$ cat src/sv/hpt_pkg.sv
package hpt_pkg;

  localparam int FRAC_BITS_DEF = 16;
  localparam int MID_DEPTH_DEF = 4;
  localparam int OUT_DEPTH_DEF = 8;

  localparam int PIX_W      = 24;
  localparam int CH_W       = 8;
  localparam int CFG_IDX_W  = 2;
  localparam int CFG_DATA_W = 17;
  localparam int HUE_W      = 16;
  localparam int SAT_W      = 17;
  localparam int LSUM_W     = 9;

  localparam logic [PIX_W-1:0]  PIX_WHITE     = 24'hffffff;
  localparam logic [PIX_W-1:0]  PIX_WHITE_OUT = 24'hfefefe;
  localparam logic [SAT_W-1:0]  SAT_FULL      = 17'h10000;
  localparam logic [LSUM_W-1:0] LSUM_ONE      = 9'd255;
  localparam logic [LSUM_W-1:0] LSUM_TWO      = 9'd510;

  typedef enum logic [CFG_IDX_W-1:0] {
    REG_TINT_HUE   = 2'd0,
    REG_TINT_SAT   = 2'd1,
    REG_WHITE_HACK = 2'd2
  } cfg_reg_t;

  typedef enum logic [1:0] {
    SEG_RAMP = 2'd0,
    SEG_HIGH = 2'd1,
    SEG_LOW  = 2'd2
  } seg_t;

  typedef struct packed {
    logic [HUE_W-1:0] hue;
    logic [SAT_W-1:0] sat;
    logic             white_hack;
  } cfg_t;

  // One classified pixel as handed from the front to the back.
  typedef struct packed {
    logic              white;
    logic [LSUM_W-1:0] lsum;
  } mid_entry_t;

endpackage

$ cat src/sv/hpt_fifo.sv
module hpt_fifo #(
  parameter int WIDTH = 8,
  parameter int DEPTH = 4
) (
  input  logic             clk,
  input  logic             rst_n,
  input  logic             push,
  input  logic [WIDTH-1:0] din,
  output logic             full,
  input  logic             pop,
  output logic [WIDTH-1:0] dout,
  output logic             empty
);
  localparam int PTR_W = (DEPTH > 1) ? $clog2(DEPTH) : 1;
  localparam int CNT_W = $clog2(DEPTH + 1);

  logic [WIDTH-1:0] mem_r [DEPTH];
  logic [PTR_W-1:0] wr_ptr_r, wr_ptr_nxt;
  logic [PTR_W-1:0] rd_ptr_r, rd_ptr_nxt;
  logic [CNT_W-1:0] cnt_r, cnt_nxt;
  logic             do_push, do_pop;

  assign full    = (cnt_r == CNT_W'(DEPTH));
  assign empty   = (cnt_r == '0);
  assign do_push = push && !full;
  assign do_pop  = pop && !empty;
  assign dout    = mem_r[rd_ptr_r];

  always_comb begin
    wr_ptr_nxt = wr_ptr_r;
    rd_ptr_nxt = rd_ptr_r;
    if (do_push) begin
      wr_ptr_nxt = (wr_ptr_r == PTR_W'(DEPTH - 1)) ? '0 : wr_ptr_r + PTR_W'(1);
    end
    if (do_pop) begin
      rd_ptr_nxt = (rd_ptr_r == PTR_W'(DEPTH - 1)) ? '0 : rd_ptr_r + PTR_W'(1);
    end
    cnt_nxt = cnt_r + CNT_W'(do_push) - CNT_W'(do_pop);
  end

  always_ff @(posedge clk) begin
    if (!rst_n) begin
      wr_ptr_r <= '0;
      rd_ptr_r <= '0;
      cnt_r    <= '0;
    end else begin
      wr_ptr_r <= wr_ptr_nxt;
      rd_ptr_r <= rd_ptr_nxt;
      cnt_r    <= cnt_nxt;
    end
  end

  always_ff @(posedge clk) begin
    if (do_push) begin
      mem_r[wr_ptr_r] <= din;
    end
  end

endmodule

$ cat src/sv/hpt_front.sv
module hpt_front (
  input  logic                     in_push,
  input  logic [hpt_pkg::PIX_W-1:0] in_pixel_rgb,
  output logic                     in_full,
  input  logic                     white_hack,
  input  logic                     mid_full,
  output logic                     mid_push,
  output hpt_pkg::mid_entry_t      mid_data
);
  import hpt_pkg::*;

  logic [CH_W-1:0] red, green, blue;
  logic [CH_W-1:0] ch_max, ch_min;

  assign red   = in_pixel_rgb[3*CH_W-1:2*CH_W];
  assign green = in_pixel_rgb[2*CH_W-1:CH_W];
  assign blue  = in_pixel_rgb[CH_W-1:0];

  always_comb begin
    ch_max = red;
    ch_min = red;
    if (green > ch_max) ch_max = green;
    if (blue > ch_max) ch_max = blue;
    if (green < ch_min) ch_min = green;
    if (blue < ch_min) ch_min = blue;
  end

  // Only max+min matters downstream; the white bypass is decided here.
  assign mid_data.lsum  = LSUM_W'(ch_max) + LSUM_W'(ch_min);
  assign mid_data.white = white_hack && (in_pixel_rgb == PIX_WHITE);
  assign in_full        = mid_full;
  assign mid_push       = in_push && !mid_full;

endmodule

$ cat src/sv/hpt_back.sv
module hpt_back #(
  parameter int FRAC_BITS = hpt_pkg::FRAC_BITS_DEF,
  parameter int OUT_DEPTH = hpt_pkg::OUT_DEPTH_DEF
) (
  input  logic                      clk,
  input  logic                      rst_n,
  input  hpt_pkg::cfg_t             cfg,
  input  logic                      mid_empty,
  input  hpt_pkg::mid_entry_t       mid_data,
  output logic                      mid_pop,
  input  logic                      out_pop,
  output logic                      out_empty,
  output logic [hpt_pkg::PIX_W-1:0] out_tinted_rgb
);
  import hpt_pkg::*;

  localparam int FB    = FRAC_BITS;
  localparam int LW    = FB + 1;
  localparam int PW    = 2 * LW;
  localparam int XS    = FB + 4;
  localparam int UP    = (FB >= HUE_W) ? FB - HUE_W : 0;
  localparam int DN    = (FB < HUE_W) ? HUE_W - FB : 0;
  localparam int HALF  = 1 << (FB - 1);
  localparam int OCC_W = $clog2(OUT_DEPTH + 1);

  localparam logic [LW-1:0] ONE       = LW'(1) << FB;
  localparam logic [LW-1:0] HALF_L    = LW'(HALF);
  localparam logic [LW-1:0] KC        = LW'(HALF / 255);
  localparam logic [15:0]   RC        = 16'(HALF % 255);
  localparam logic [XS-1:0] X_ONE     = XS'(1) << FB;
  localparam logic [XS-1:0] X_TWO     = XS'(2) << FB;
  localparam logic [XS-1:0] X_THREE   = XS'(3) << FB;
  localparam logic [XS-1:0] X_FOUR    = XS'(4) << FB;
  localparam logic [XS-1:0] X_SIX     = XS'(6) << FB;

  // Issue control: items in the pipe plus items in the result queue never
  // exceed its depth, so the pipe itself never has to stall.
  logic [OCC_W-1:0] occ_r, occ_nxt;
  logic             issue, out_take;

  assign issue    = !mid_empty && (occ_r < OCC_W'(OUT_DEPTH));
  assign mid_pop  = issue;
  assign out_take = out_pop && !out_empty;
  assign occ_nxt  = occ_r + OCC_W'(issue) - OCC_W'(out_take);

  // Tint values derived from the registers; the user must keep them static while items are in flight.
  logic [SAT_W-1:0]      sat_c;
  logic [SAT_W+UP-1:0]   sat_w;
  logic [LW-1:0]         sf;
  logic [HUE_W+UP-1:0]   hue_w;
  logic [FB-1:0]         hf;
  logic [XS-1:0]         h6;
  logic [XS-1:0]         hoff [3];
  logic [XS-1:0]         hsum [3];
  logic [XS-1:0]         hx   [3];
  logic [LW-1:0]         ht   [3];
  seg_t                  hseg [3];

  assign sat_c = (cfg.sat > SAT_FULL) ? SAT_FULL : cfg.sat;
  assign sat_w = (SAT_W + UP)'(sat_c) << UP;
  assign sf    = LW'(sat_w >> DN);
  assign hue_w = (HUE_W + UP)'(cfg.hue) << UP;
  assign hf    = FB'(hue_w >> DN);
  assign h6    = XS'(hf) * XS'(6);

  // Channel 0 is red, 1 green, 2 blue.
  assign hoff[0] = X_TWO;
  assign hoff[1] = '0;
  assign hoff[2] = X_FOUR;

  always_comb begin
    for (int c = 0; c < 3; c++) begin
      hsum[c] = h6 + hoff[c];
      hx[c]   = (hsum[c] >= X_SIX) ? hsum[c] - X_SIX : hsum[c];
      if (hx[c] < X_ONE) begin
        hseg[c] = SEG_RAMP;
        ht[c]   = LW'(hx[c]);
      end else if (hx[c] < X_THREE) begin
        hseg[c] = SEG_HIGH;
        ht[c]   = '0;
      end else if (hx[c] < X_FOUR) begin
        hseg[c] = SEG_RAMP;
        ht[c]   = LW'(X_FOUR - hx[c]);
      end else begin
        hseg[c] = SEG_LOW;
        ht[c]   = '0;
      end
    end
  end

  // Stage A: split max+min into a multiple of 255 and a remainder, so that
  // ceil(sum * ONE / 510) becomes two small constant products.
  logic          a_v_r;
  logic          a_white_r, a_white_nxt;
  logic [LW-1:0] a_base_r, a_base_nxt;
  logic [15:0]   a_y_r, a_y_nxt;
  logic [LW-1:0] a_qpart;
  logic [7:0]    a_r0;

  always_comb begin
    if (mid_data.lsum >= LSUM_TWO) begin
      a_qpart = ONE;
      a_r0    = '0;
    end else if (mid_data.lsum >= LSUM_ONE) begin
      a_qpart = HALF_L;
      a_r0    = 8'(mid_data.lsum - LSUM_ONE);
    end else begin
      a_qpart = '0;
      a_r0    = mid_data.lsum[7:0];
    end
    a_base_nxt  = a_qpart + LW'(a_r0) * KC;
    a_y_nxt     = 16'(a_r0) * RC;
    a_white_nxt = mid_data.white;
  end

  // Stage B: lightness, adding the rounded-up remainder over 255.
  logic          b_v_r;
  logic          b_white_r;
  logic [LW-1:0] b_l_r, b_l_nxt;
  logic [16:0]   b_z, b_q;

  always_comb begin
    b_z     = 17'(a_y_r) + 17'd254;
    b_q     = (b_z + (b_z >> 8) + 17'd1) >> 8;
    b_l_nxt = a_base_r + LW'(b_q[7:0]);
  end

  // Stage C: L * S / ONE.
  logic          c_v_r;
  logic          c_white_r;
  logic [LW-1:0] c_l_r;
  logic [LW-1:0] c_p_r, c_p_nxt;
  logic [PW-1:0] c_prod;

  always_comb begin
    c_prod  = PW'(b_l_r) * PW'(sf);
    c_p_nxt = c_prod[FB+LW-1:FB];
  end

  // Stage D: the two HLS levels M2 and M1.
  logic          d_v_r;
  logic          d_white_r;
  logic [LW-1:0] d_m1_r, d_m1_nxt;
  logic [LW-1:0] d_d_r, d_d_nxt;
  logic [LW:0]   d_two_l, d_m2_raw, d_m1_raw;
  logic [LW-1:0] d_m2;

  always_comb begin
    d_two_l = {c_l_r, 1'b0};
    if (d_two_l <= (LW + 1)'(ONE)) begin
      d_m2_raw = (LW + 1)'(c_l_r) + (LW + 1)'(c_p_r);
    end else begin
      d_m2_raw = (LW + 1)'(c_l_r) + (LW + 1)'(sf) - (LW + 1)'(c_p_r);
    end
    d_m2     = (d_m2_raw > (LW + 1)'(ONE)) ? ONE : LW'(d_m2_raw);
    d_m1_raw = (d_two_l >= (LW + 1)'(d_m2)) ? d_two_l - (LW + 1)'(d_m2) : '0;
    d_m1_nxt = (d_m1_raw > (LW + 1)'(d_m2)) ? d_m2 : LW'(d_m1_raw);
    d_d_nxt  = d_m2 - d_m1_nxt;
  end

  // Stage E: ramp products, one per channel.
  logic          e_v_r;
  logic          e_white_r;
  logic [LW-1:0] e_m1_r;
  logic [LW-1:0] e_d_r;
  logic [PW-1:0] e_prod      [3];
  logic [LW-1:0] e_ramp_nxt  [3];
  logic [LW-1:0] e_ramp_r    [3];
  seg_t          e_seg_r     [3];

  always_comb begin
    for (int c = 0; c < 3; c++) begin
      e_prod[c]     = PW'(d_d_r) * PW'(ht[c]);
      e_ramp_nxt[c] = e_prod[c][FB+LW-1:FB];
    end
  end

  // Final step: level per channel, scaled to 8 bits, into the result queue.
  logic [LW:0]       f_val [3];
  logic [LW-1:0]     f_cl  [3];
  logic [FB+8:0]     f_sc  [3];
  logic [CH_W-1:0]   f_ch  [3];
  logic [PIX_W-1:0]  f_pix;

  always_comb begin
    for (int c = 0; c < 3; c++) begin
      case (e_seg_r[c])
        SEG_RAMP: f_val[c] = (LW + 1)'(e_m1_r) + (LW + 1)'(e_ramp_r[c]);
        SEG_HIGH: f_val[c] = (LW + 1)'(e_m1_r) + (LW + 1)'(e_d_r);
        SEG_LOW:  f_val[c] = (LW + 1)'(e_m1_r);
        default:  f_val[c] = (LW + 1)'(e_m1_r);
      endcase
      f_cl[c] = (f_val[c] > (LW + 1)'(ONE)) ? ONE : LW'(f_val[c]);
      f_sc[c] = ((FB + 9)'(f_cl[c]) << 8) - (FB + 9)'(f_cl[c]);
      f_ch[c] = f_sc[c][FB+7:FB];
    end
    f_pix = e_white_r ? PIX_WHITE_OUT : {f_ch[0], f_ch[1], f_ch[2]};
  end

  always_ff @(posedge clk) begin
    if (!rst_n) begin
      occ_r <= '0;
      a_v_r <= 1'b0;
      b_v_r <= 1'b0;
      c_v_r <= 1'b0;
      d_v_r <= 1'b0;
      e_v_r <= 1'b0;
    end else begin
      occ_r <= occ_nxt;
      a_v_r <= issue;
      b_v_r <= a_v_r;
      c_v_r <= b_v_r;
      d_v_r <= c_v_r;
      e_v_r <= d_v_r;
    end
  end

  always_ff @(posedge clk) begin
    a_base_r  <= a_base_nxt;
    a_y_r     <= a_y_nxt;
    a_white_r <= a_white_nxt;
    b_l_r     <= b_l_nxt;
    b_white_r <= a_white_r;
    c_l_r     <= b_l_r;
    c_p_r     <= c_p_nxt;
    c_white_r <= b_white_r;
    d_m1_r    <= d_m1_nxt;
    d_d_r     <= d_d_nxt;
    d_white_r <= c_white_r;
    e_m1_r    <= d_m1_r;
    e_d_r     <= d_d_r;
    e_white_r <= d_white_r;
    for (int c = 0; c < 3; c++) begin
      e_ramp_r[c] <= e_ramp_nxt[c];
      e_seg_r[c]  <= hseg[c];
    end
  end

  hpt_fifo #(
    .WIDTH (PIX_W),
    .DEPTH (OUT_DEPTH)
  ) u_out_q (
    .clk   (clk),
    .rst_n (rst_n),
    .push  (e_v_r),
    .din   (f_pix),
    .full  (),
    .pop   (out_pop),
    .dout  (out_tinted_rgb),
    .empty (out_empty)
  );

endmodule

$ cat src/sv/hls_pixel_tint.sv
// HLS pixel tint. Each 24-bit RGB pixel is reduced to its HLS lightness and
// rebuilt with the programmed tint hue and saturation; with white_hack set,
// pure white comes out as 0xfefefe. The block sustains one pixel per clock:
// a new pixel can be pushed every cycle as long as results are popped at the
// same pace. A pixel pushed into an idle block passes the input queue, the five
// register stages of the tint pipeline and the write into the result queue on
// its way to the result ports. A four-entry input queue and an eight-entry
// result queue absorb stalls on either side. The pipeline only takes a pixel
// when a result queue slot is free for it, so when results are not popped the
// block keeps taking pixels until twelve are held: four in the input queue
// and eight in the pipeline and result queue together.
// Registers are written through the cfg port (always ready) and must only be
// changed while no pixel is in flight.
module hls_pixel_tint #(
  parameter int FRAC_BITS = hpt_pkg::FRAC_BITS_DEF,
  parameter int MID_DEPTH = hpt_pkg::MID_DEPTH_DEF,
  parameter int OUT_DEPTH = hpt_pkg::OUT_DEPTH_DEF
) (
  input  logic                           clk,
  input  logic                           rst_n,
  input  logic                           in_push,
  output logic                           in_full,
  input  logic [hpt_pkg::PIX_W-1:0]      in_pixel_rgb,
  output logic                           out_empty,
  input  logic                           out_pop,
  output logic [hpt_pkg::PIX_W-1:0]      out_tinted_rgb,
  input  logic                           cfg_valid,
  output logic                           cfg_ready,
  input  logic [hpt_pkg::CFG_IDX_W-1:0]  cfg_index,
  input  logic [hpt_pkg::CFG_DATA_W-1:0] cfg_wdata
);
  import hpt_pkg::*;

  cfg_t       cfg_r, cfg_nxt;
  logic       mid_push, mid_full, mid_pop, mid_empty;
  mid_entry_t mid_in, mid_out;

  assign cfg_ready = 1'b1;

  always_comb begin
    cfg_nxt = cfg_r;
    if (cfg_valid && cfg_ready) begin
      case (cfg_index)
        REG_TINT_HUE:   cfg_nxt.hue        = cfg_wdata[HUE_W-1:0];
        REG_TINT_SAT:   cfg_nxt.sat        = cfg_wdata[SAT_W-1:0];
        REG_WHITE_HACK: cfg_nxt.white_hack = cfg_wdata[0];
        default:        cfg_nxt            = cfg_r;
      endcase
    end
  end

  always_ff @(posedge clk) begin
    if (!rst_n) begin
      cfg_r <= '0;
    end else begin
      cfg_r <= cfg_nxt;
    end
  end

  hpt_front u_front (
    .in_push      (in_push),
    .in_pixel_rgb (in_pixel_rgb),
    .in_full      (in_full),
    .white_hack   (cfg_r.white_hack),
    .mid_full     (mid_full),
    .mid_push     (mid_push),
    .mid_data     (mid_in)
  );

  hpt_fifo #(
    .WIDTH ($bits(mid_entry_t)),
    .DEPTH (MID_DEPTH)
  ) u_mid_q (
    .clk   (clk),
    .rst_n (rst_n),
    .push  (mid_push),
    .din   (mid_in),
    .full  (mid_full),
    .pop   (mid_pop),
    .dout  (mid_out),
    .empty (mid_empty)
  );

  hpt_back #(
    .FRAC_BITS (FRAC_BITS),
    .OUT_DEPTH (OUT_DEPTH)
  ) u_back (
    .clk            (clk),
    .rst_n          (rst_n),
    .cfg            (cfg_r),
    .mid_empty      (mid_empty),
    .mid_data       (mid_out),
    .mid_pop        (mid_pop),
    .out_pop        (out_pop),
    .out_empty      (out_empty),
    .out_tinted_rgb (out_tinted_rgb)
  );

endmodule

$ cat config.mk
export PLATFORM = sky130hd
export DESIGN_NAME = hls_pixel_tint
export DESIGN_NICKNAME = d
export VERILOG_FILES = /design/src/sv/hpt_pkg.sv /design/src/sv/hpt_fifo.sv /design/src/sv/hpt_front.sv /design/src/sv/hpt_back.sv /design/src/sv/hls_pixel_tint.sv
export SDC_FILE = /design/constraint.sdc
export NUM_CORES = 2
export LEC_CHECK = 0
export BUFFER_PORTS_ARGS = -buffer_cell sky130_fd_sc_hd__buf_2
export CORE_ASPECT_RATIO = 1.4
export CORE_MARGIN = 5
export CORE_UTILIZATION = 65
export CTS_CLUSTER_DIAMETER = 50
export DETAILED_ROUTE_END_ITERATION = 8
export PLACE_DENSITY = 0.86
export SLEW_MARGIN = 15
export SYNTH_ARGS = -nofsm -noshare
export SYNTH_HDL_FRONTEND = slang
export SYNTH_SLANG_ARGS = --single-unit
export TNS_END_PERCENT = 30
$ cat constraint.sdc
create_clock -name clk -period 35.3 [get_ports clk]
set_input_delay 1.765 -clock clk [delete_from_list [all_inputs] [get_ports clk]]
set_output_delay 1.765 -clock clk [all_outputs]
set_load 0.01 [all_outputs]
Yosys cells after proc, flatten, opt, wreduce, memory -nomap -nowiden
Memories as Yosys holds them, arrays and structs flattened. A register that Yosys moved wholly into a read port is not among the register bits.
Cells that the tools add are included.
{"block": "totals", "ff_bits": 209, "ram_bits": 289, "inputBits": 48, "out_inout_bits": 27, "word_cells": 187, "n_memories": 4}
{"block": "op_classes", "add_sub_neg": 37, "n_mul": 5, "n_lt_le_gt_ge": 27, "eq_ne": 12, "muxes": 53, "reduce_logical": 20}
{"name": "u_back.u_out_q.mem_r", "words": 8, "word_bits": 24, "rd": 1, "rd_ports_with_merged_regs": 1, "write_ports": 1, "line": "hpt_fifo.sv:17", "source": "logic [WIDTH-1:0] mem_r [DEPTH];"}
{"name": "u_back.e_ramp_r", "words": 3, "word_bits": 17, "rd": 3, "rd_ports_with_merged_regs": 0, "write_ports": 3, "line": "hpt_back.sv:168", "source": "logic [LW-1:0] e_ramp_r [3];"}
{"name": "u_mid_q.mem_r", "words": 4, "word_bits": 10, "rd": 1, "rd_ports_with_merged_regs": 1, "write_ports": 1, "line": "hpt_fifo.sv:17"}
{"name": "u_back.e_seg_r", "words": 3, "word_bits": 2, "rd": 3, "rd_ports_with_merged_regs": 0, "write_ports": 3, "line": "hpt_back.sv:169", "source": "seg_t e_seg_r [3];"}
{"op": "$mux 17", "count": 16}
{"op": "$mul 17x17->33", "count": 4}
{"op": "$add 17x17->18", "count": 6}
{"op": "$pmux 18 s2", "count": 3}
{"op": "$gt 18x17->1 const B", "count": 4}
{"op": "$sub 24x17->24", "count": 3}
{"op": "$lt 20x17->1 const B", "count": 3}
{"op": "$lt 20x18->1 const B", "count": 3}
{"op": "$lt 20x19->1 const B", "count": 3}
{"op": "$mux 20", "count": 3}
{"op": "$sub 1x17->17 const A", "count": 3}
{"op": "$mux 8", "count": 6}
{"op": "$ge 20x19->1 const B", "count": 2}
{"op": "$sub 20x19->20 const B", "count": 2}
{"op": "$mux 18", "count": 2}
{"op": "$sub 18x17->18", "count": 2}
{"op": "$mux 2", "count": 13}
{"op": "$eq 24x24->1 const B", "count": 1}
{"op": "$mux 24", "count": 1}
{"op": "$add 19x18->20 const B", "count": 1}
{"op": "$add 19x19->20 const B", "count": 1}
{"op": "$sub 19x19->20 const B", "count": 1}
{"op": "$ge 19x19->1 const B", "count": 1}
{"op": "$ge 18x17->1", "count": 1}
{"op": "other kinds (36)", "count": 69}

Longest topological paths before layout
{"block": "logic_depth", "depth_word": 12, "depth_mapped": 60}

Modules after synthesis
From an unflattened synthesis, not the netlist that was laid out.
{"block": "hier_totals", "cells_unflattened": 6905, "hier_area_um2": 64735.8}
{"module": "hpt_back", "n_inst": 1, "cells_per_inst": 6154, "area_each_um2": 52255.1, "seq_area_each_um2": 4003.8}
{"module": "hpt_fifo (u_back.u_out_q)", "n_inst": 1, "cells_per_inst": 356, "area_each_um2": 7901.3, "seq_area_each_um2": 6025.8}
{"module": "hpt_fifo (u_mid_q)", "n_inst": 1, "cells_per_inst": 105, "area_each_um2": 1948.1, "seq_area_each_um2": 1381.3}
{"module": "hls_pixel_tint", "n_inst": 1, "cells_per_inst": 134, "area_each_um2": 1337.5, "seq_area_each_um2": 680.7}
{"module": "hpt_front", "n_inst": 1, "cells_per_inst": 156, "area_each_um2": 1293.7, "seq_area_each_um2": 0.0}

Least setup slack after synthesis
OpenSTA, ideal clock, no wires.
{"block": "synth_timing", "path_kind": "register -> register", "from": "register cfg_r[4] (netlist name)", "to": "register u_back.d_d_r[16]", "arrival_time_ps": 11351, "path_slack_ps": 23826, "path_stages_with_launch": 60, "synth_period_minus_slack_ps": 11474, "path_cell_list": "dfxtp_1 > nor4_1 > a41oi_1 > nor2b_1 > clkbuf_1 > clkbuf_1 > fa_1 > ha_1 > a21oi_1 > nand2b_1 > o21a_1 > and2_1 > a21boi_0 > o21ai_0 > a21oi_1 > xnor2_1 > o21ai_0 > nand2_1 > (+24 left out) > o21ai_0 > a311oi_2 > buf_4 > mux2i_1 > ha_1 > nor2b_1 > o21ai_0 > a21boi_0 > o21ai_0 > nand2b_1 > a21o_1 > a41o_1 > o21ai_0 > nand2b_1 > a21oi_1 > o211a_1 > o21ai_0 > xor2_1"}
{"block": "synth_via", "elab_chain_len": 12, "elab_cells_between_ends": 13}
{"element": "start: declaration", "line": "hls_pixel_tint.sv:34", "source": "cfg_t cfg_r, cfg_nxt;"}
{"element": "start signal: assignment", "line": "hls_pixel_tint.sv:56", "source": "cfg_r <= cfg_nxt;"}
{"element": "$gt 17x17->1", "line": "hpt_back.sv:59", "source": "assign sat_c = (cfg.sat > SAT_FULL) ? SAT_FULL : cfg.sat;"}
{"element": "$mux 17 (*)", "line": "hpt_back.sv:59"}
{"element": "$add 17x17->18 (*)", "line": "hpt_back.sv:153", "source": "d_m2_raw = (LW + 1)'(c_l_r) + (LW + 1)'(sf) - (LW + 1)'(c_p_r);"}
{"element": "$sub 18x17->18 (*)", "line": "hpt_back.sv:153"}
{"element": "$mux 18 (*)", "line": "hpt_back.sv:150", "source": "if (d_two_l <= (LW + 1)'(ONE)) begin"}
{"element": "$gt 18x17->1", "line": "hpt_back.sv:155", "source": "d_m2 = (d_m2_raw > (LW + 1)'(ONE)) ? ONE : LW'(d_m2_raw);"}
{"element": "$mux 17 (*)", "line": "hpt_back.sv:155"}
{"element": "$sub 18x17->18 or $ge 18x17->1 (tied branches)", "line": "hpt_back.sv:156", "source": "d_m1_raw = (d_two_l >= (LW + 1)'(d_m2)) ? d_two_l - (LW + 1)'(d_m2) : '0;"}
{"element": "$mux 18", "line": "hpt_back.sv:156"}
{"element": "$gt 18x17->1", "line": "hpt_back.sv:157", "source": "d_m1_nxt = (d_m1_raw > (LW + 1)'(d_m2)) ? d_m2 : LW'(d_m1_raw);"}
{"element": "$mux 17", "line": "hpt_back.sv:157"}
{"element": "$sub 17x17->17 (*)", "line": "hpt_back.sv:158", "source": "d_d_nxt = d_m2 - d_m1_nxt;"}
{"element": "via u_back.d_d_nxt[16]", "line": "hpt_back.sv:144", "source": "logic [LW-1:0] d_d_r, d_d_nxt;"}
{"element": "end signal: assignment", "line": "hpt_back.sv:228", "source": "d_d_r <= d_d_nxt;"}
{"element": "end: declaration", "line": "hpt_back.sv:144"}
Mark *: on every way through the listed nets, which the timed path passes. The rest lies on a longest branch.
A chain may end at the register's enable or synchronous reset.

Final worst setup path
{"block": "layout_timing", "from": "register cfg_r[1] (netlist name)", "to": "register u_back.d_d_r[15]"}
The elaborated chain is that of the path after synthesis.

==> qor.csv <==
metric;value;unit
Commonest cells post-synth;1137 x inv_1, 963 x nand2_1, 868 x fa_1;
Hold Startpoint;u_back.d_m1_r[7];
post-synth top area cell;fa_1;
Clock Sinks;488;
overall global routing resource usage;31.9;%
reg2reg end;u_back.d_d_r[15];
initial antenna violation count;7;
Ports;75;
Crit Path Class;reg -> reg;
Via density;6.10;
WL met2;84600;um
WP data arrival;13.99;ns
post-CTS sizing;0;
met1 WL;57300;um
Worst setup EP type;register;
clock-pin slew on the worst setup and hold paths;0.06;ns
Post-DRT Antenna Nets;0;
number of post-CTS setup repair buffers;0;
top-count cell post-synth;inv_1;
initial core utilization;65.6;%
Initial DRT Pass Iterations;7;
area share of the largest cell type after synthesis;26.9;%
Max Cap Violations;0;
Worst-Skew Late Latency;0.63;ns
final setup vio count;0;
TritonCTS Buffers;51;
switching portion of total power;51.3;%
ys flop type;dfxtp_1;
Switch Pwr;3.09;mW
period utilization;38.1;%
final hold viol count;0;
flop2flop setup slack;21.86;ns
first-pass GRT wire length;274000;um
worst hold slack;0.325;ns
port bufs;73;
CTS root buffer;clkbuf_16;
# fillers;7270;
Netlist cell types;101;
post-synthesis register bit count;488;
Avg Inst Size Synth;9.25;um2
slowest CP cell;fa_1;
Setup Skew;0.0262;ns
post-layout util;69.2;%
Worst setup SP type;register;
Max Clk Rate;0.0744;GHz
clock power share;9.3;%
Comb pwr share;72.7;%
hpwl dp;126000;um
routed vias;50362;
pwr dens;88.5;nW/um2
design area;68100;um2
layout cell share with drive strength beyond 1;6.38;%
relative slew slack;25.6;%
Syn. warnings;0;
FF-to-FF path depth;57;
crit-path most repeated cell;o21ai_0;
WP data required;35.86;ns
Die Y;383;um
hold crit path type;reg -> reg;
CTS max path bufs;3;
Endpoint, Worst Hold;u_back.e_m1_r[7];
Internal;2.93;mW
starting DRC count in detailed routing;3973;
area grow syn2layout;5.43;%
Seq pwr share;18.0;%
Final Slew Violations;0;
vias in the first global route;54381;
Final Routed Wirelength;168000;um
Core Region;98400;um2
# hold bufs at CTS;0;
placed inst area;66300;um2
Crit Path Max Fanout;44;
CTS tree;yes;
Die Span X;276;um
Async SR Flop Fraction;0;%
pin count of the biggest net entering global routing;61;
post-synthesis sequential area ratio;18.7;%
Post-Synthesis Cells;6976;
reg-to-reg critical path startpoint;cfg_r[1];
Remaining DRCs;0;
RD Place Congestion;0.962;
unrepaired setup endpoints after global routing;no;
H-Tree Depth;2;
synth top area cells;fa_1 27%, ha_1 14%, edfxtp_1 11%;
Worst Hold Depth;0;
peak supply drop;179;uV
setup_tns;0;ns
total power;6.03;mW
post-synth net total;8601;
top layer in use;met5;
met3 WL post-DR;12400;um
actual slew at the worst max-slew pin;1.10;ns
Congestion Overflow GR;0;
FP Rows;136;
minimum clock period;13.44;ns
Post-synth EDFFs;232;
wire per inst;20.4;um
mapped cell area;64500;um2
die area;106000;um2
nets;8528;
Pleak;31.9;nW
outcome;finished clean;
max incr delay on CP;0.47;ns
-- routing by layer --
metal	GRT usage, %	vias to the layer above
met5	0	-
met3	4.33	884
met4	21.7	6
li1	-	22451
met2	57.2	2412
met1	35.2	24609
-- through the flow --
stage | setup WS, ns | cells
final | 21.86 | 8259
after global routing | 20.68 | 8257
after CTS | 22.03 | 8256
after detailed placement | 22.09 | 8161
after global placement | 22.28 | 8161
after floorplan | 23.83 | 6976
-- cells in the final DEF (no fill, tap or decap), types with 73 or more instances in the layout --
cell / synthesis / final
nor3_1: 78 / 74
o21ai_0: 169 / 169
fa_1: 868 / 868
buf_4: 5 / 93
edfxtp_1: 232 / 232
ha_1: 709 / 709
inv_1: 1137 / 1137
buf_2: 16 / 73
nor2_1: 282 / 278
a21o_1: 112 / 112
xnor2_1: 151 / 151
nand2_1: 963 / 963
nor2b_1: 82 / 82
and2_1: 410 / 410
a21oi_1: 255 / 255
dfxtp_1: 256 / 239
-- kinds of logic (layout without fill, tap and decap cells) --
logic type / after synthesis / in the layout / share of synthesized area, %
flops: 488 / 488 / 18.7
xor+xnor: 223 / 223 / 3.07
compound gates: 975 / 975 / 9.95
fa+ha+maj: 1578 / 1578 / 40.7
simple gates: 2144 / 2144 / 15.9
buf+inv: 1433 / 1402 / 8.41
other cells: 1 / 4 / 0.00581
mux: 134 / 134 / 3.27
-- worst max-delay path, delay by kind of cell (launching register included) --
family                   cells  cell delay, ns
flip-flops                   1            0.32
AND/OR/NAND/NOR             12            1.95
buffers and inverters        4            1.07
adder cells (fa/ha/maj)      5            1.79
multiplexers                 1            0.26
AO/OA/AOI/OAI               33            7.69
XOR/XNOR                     2            0.21
-- state kept, by name, indices dropped and copies added (netlist names), 6 cells and up, named ones only --
signal                count
u_back.d_d_r             17
u_mid_q.mem_r            40
u_back.e_m1_r            17
u_back.e_seg_r            6
u_back.d_m1_r            17
u_back.u_out_q.mem_r    192
u_back.a_y_r              7
u_back.c_l_r             17
cfg_r                    34
u_back.e_d_r             17
u_back.b_l_r             17
u_back.c_p_r             17
u_back.e_ramp_r          51
-- layout make-up --
type | count | area (um2) | area share [%]
tap | 1311 | 1640 | 2.41
timing repair buffer | 166 | 1060 | 1.56
clock inverter | 36 | 414 | 0.609
antenna | 3 | 7.51 | 0.0110
clock buffer | 59 | 1350 | 1.98
inverter | 1141 | 4290 | 6.30
sequential | 488 | 12100 | 17.8
multi-input combinational | 5055 | 47200 | 69.3
-- power groups by stage --
| stage | clock, mW | combinational, mW | sequential, mW |
|---|---|---|---|
| after floorplan | 0 | 3.30 | 0.963 |
| after global placement | 0 | 4.16 | 1.08 |
| after detailed placement | 0 | 4.28 | 1.09 |
| after CTS | 0.569 | 4.32 | 1.08 |
| after global routing | 0.596 | 4.85 | 1.10 |
| final | 0.562 | 4.38 | 1.09 |
-- how the worst max path moves through the flow --
stage                    from               end  slack (ns)  cells past startpoint
floorplan            cfg_r[4]  u_back.d_d_r[16]       23.83                     59
global placement    cfg_r[17]  u_back.d_d_r[15]       22.28                     58
detailed placement   cfg_r[1]  u_back.d_d_r[15]       22.09                     57
CTS                  cfg_r[1]  u_back.d_d_r[15]       22.03                     57
global route        cfg_r[17]  u_back.d_d_r[15]       20.68                     58
finish               cfg_r[1]  u_back.d_d_r[15]       21.86                     57
Power figures use the tool's default switching activity.
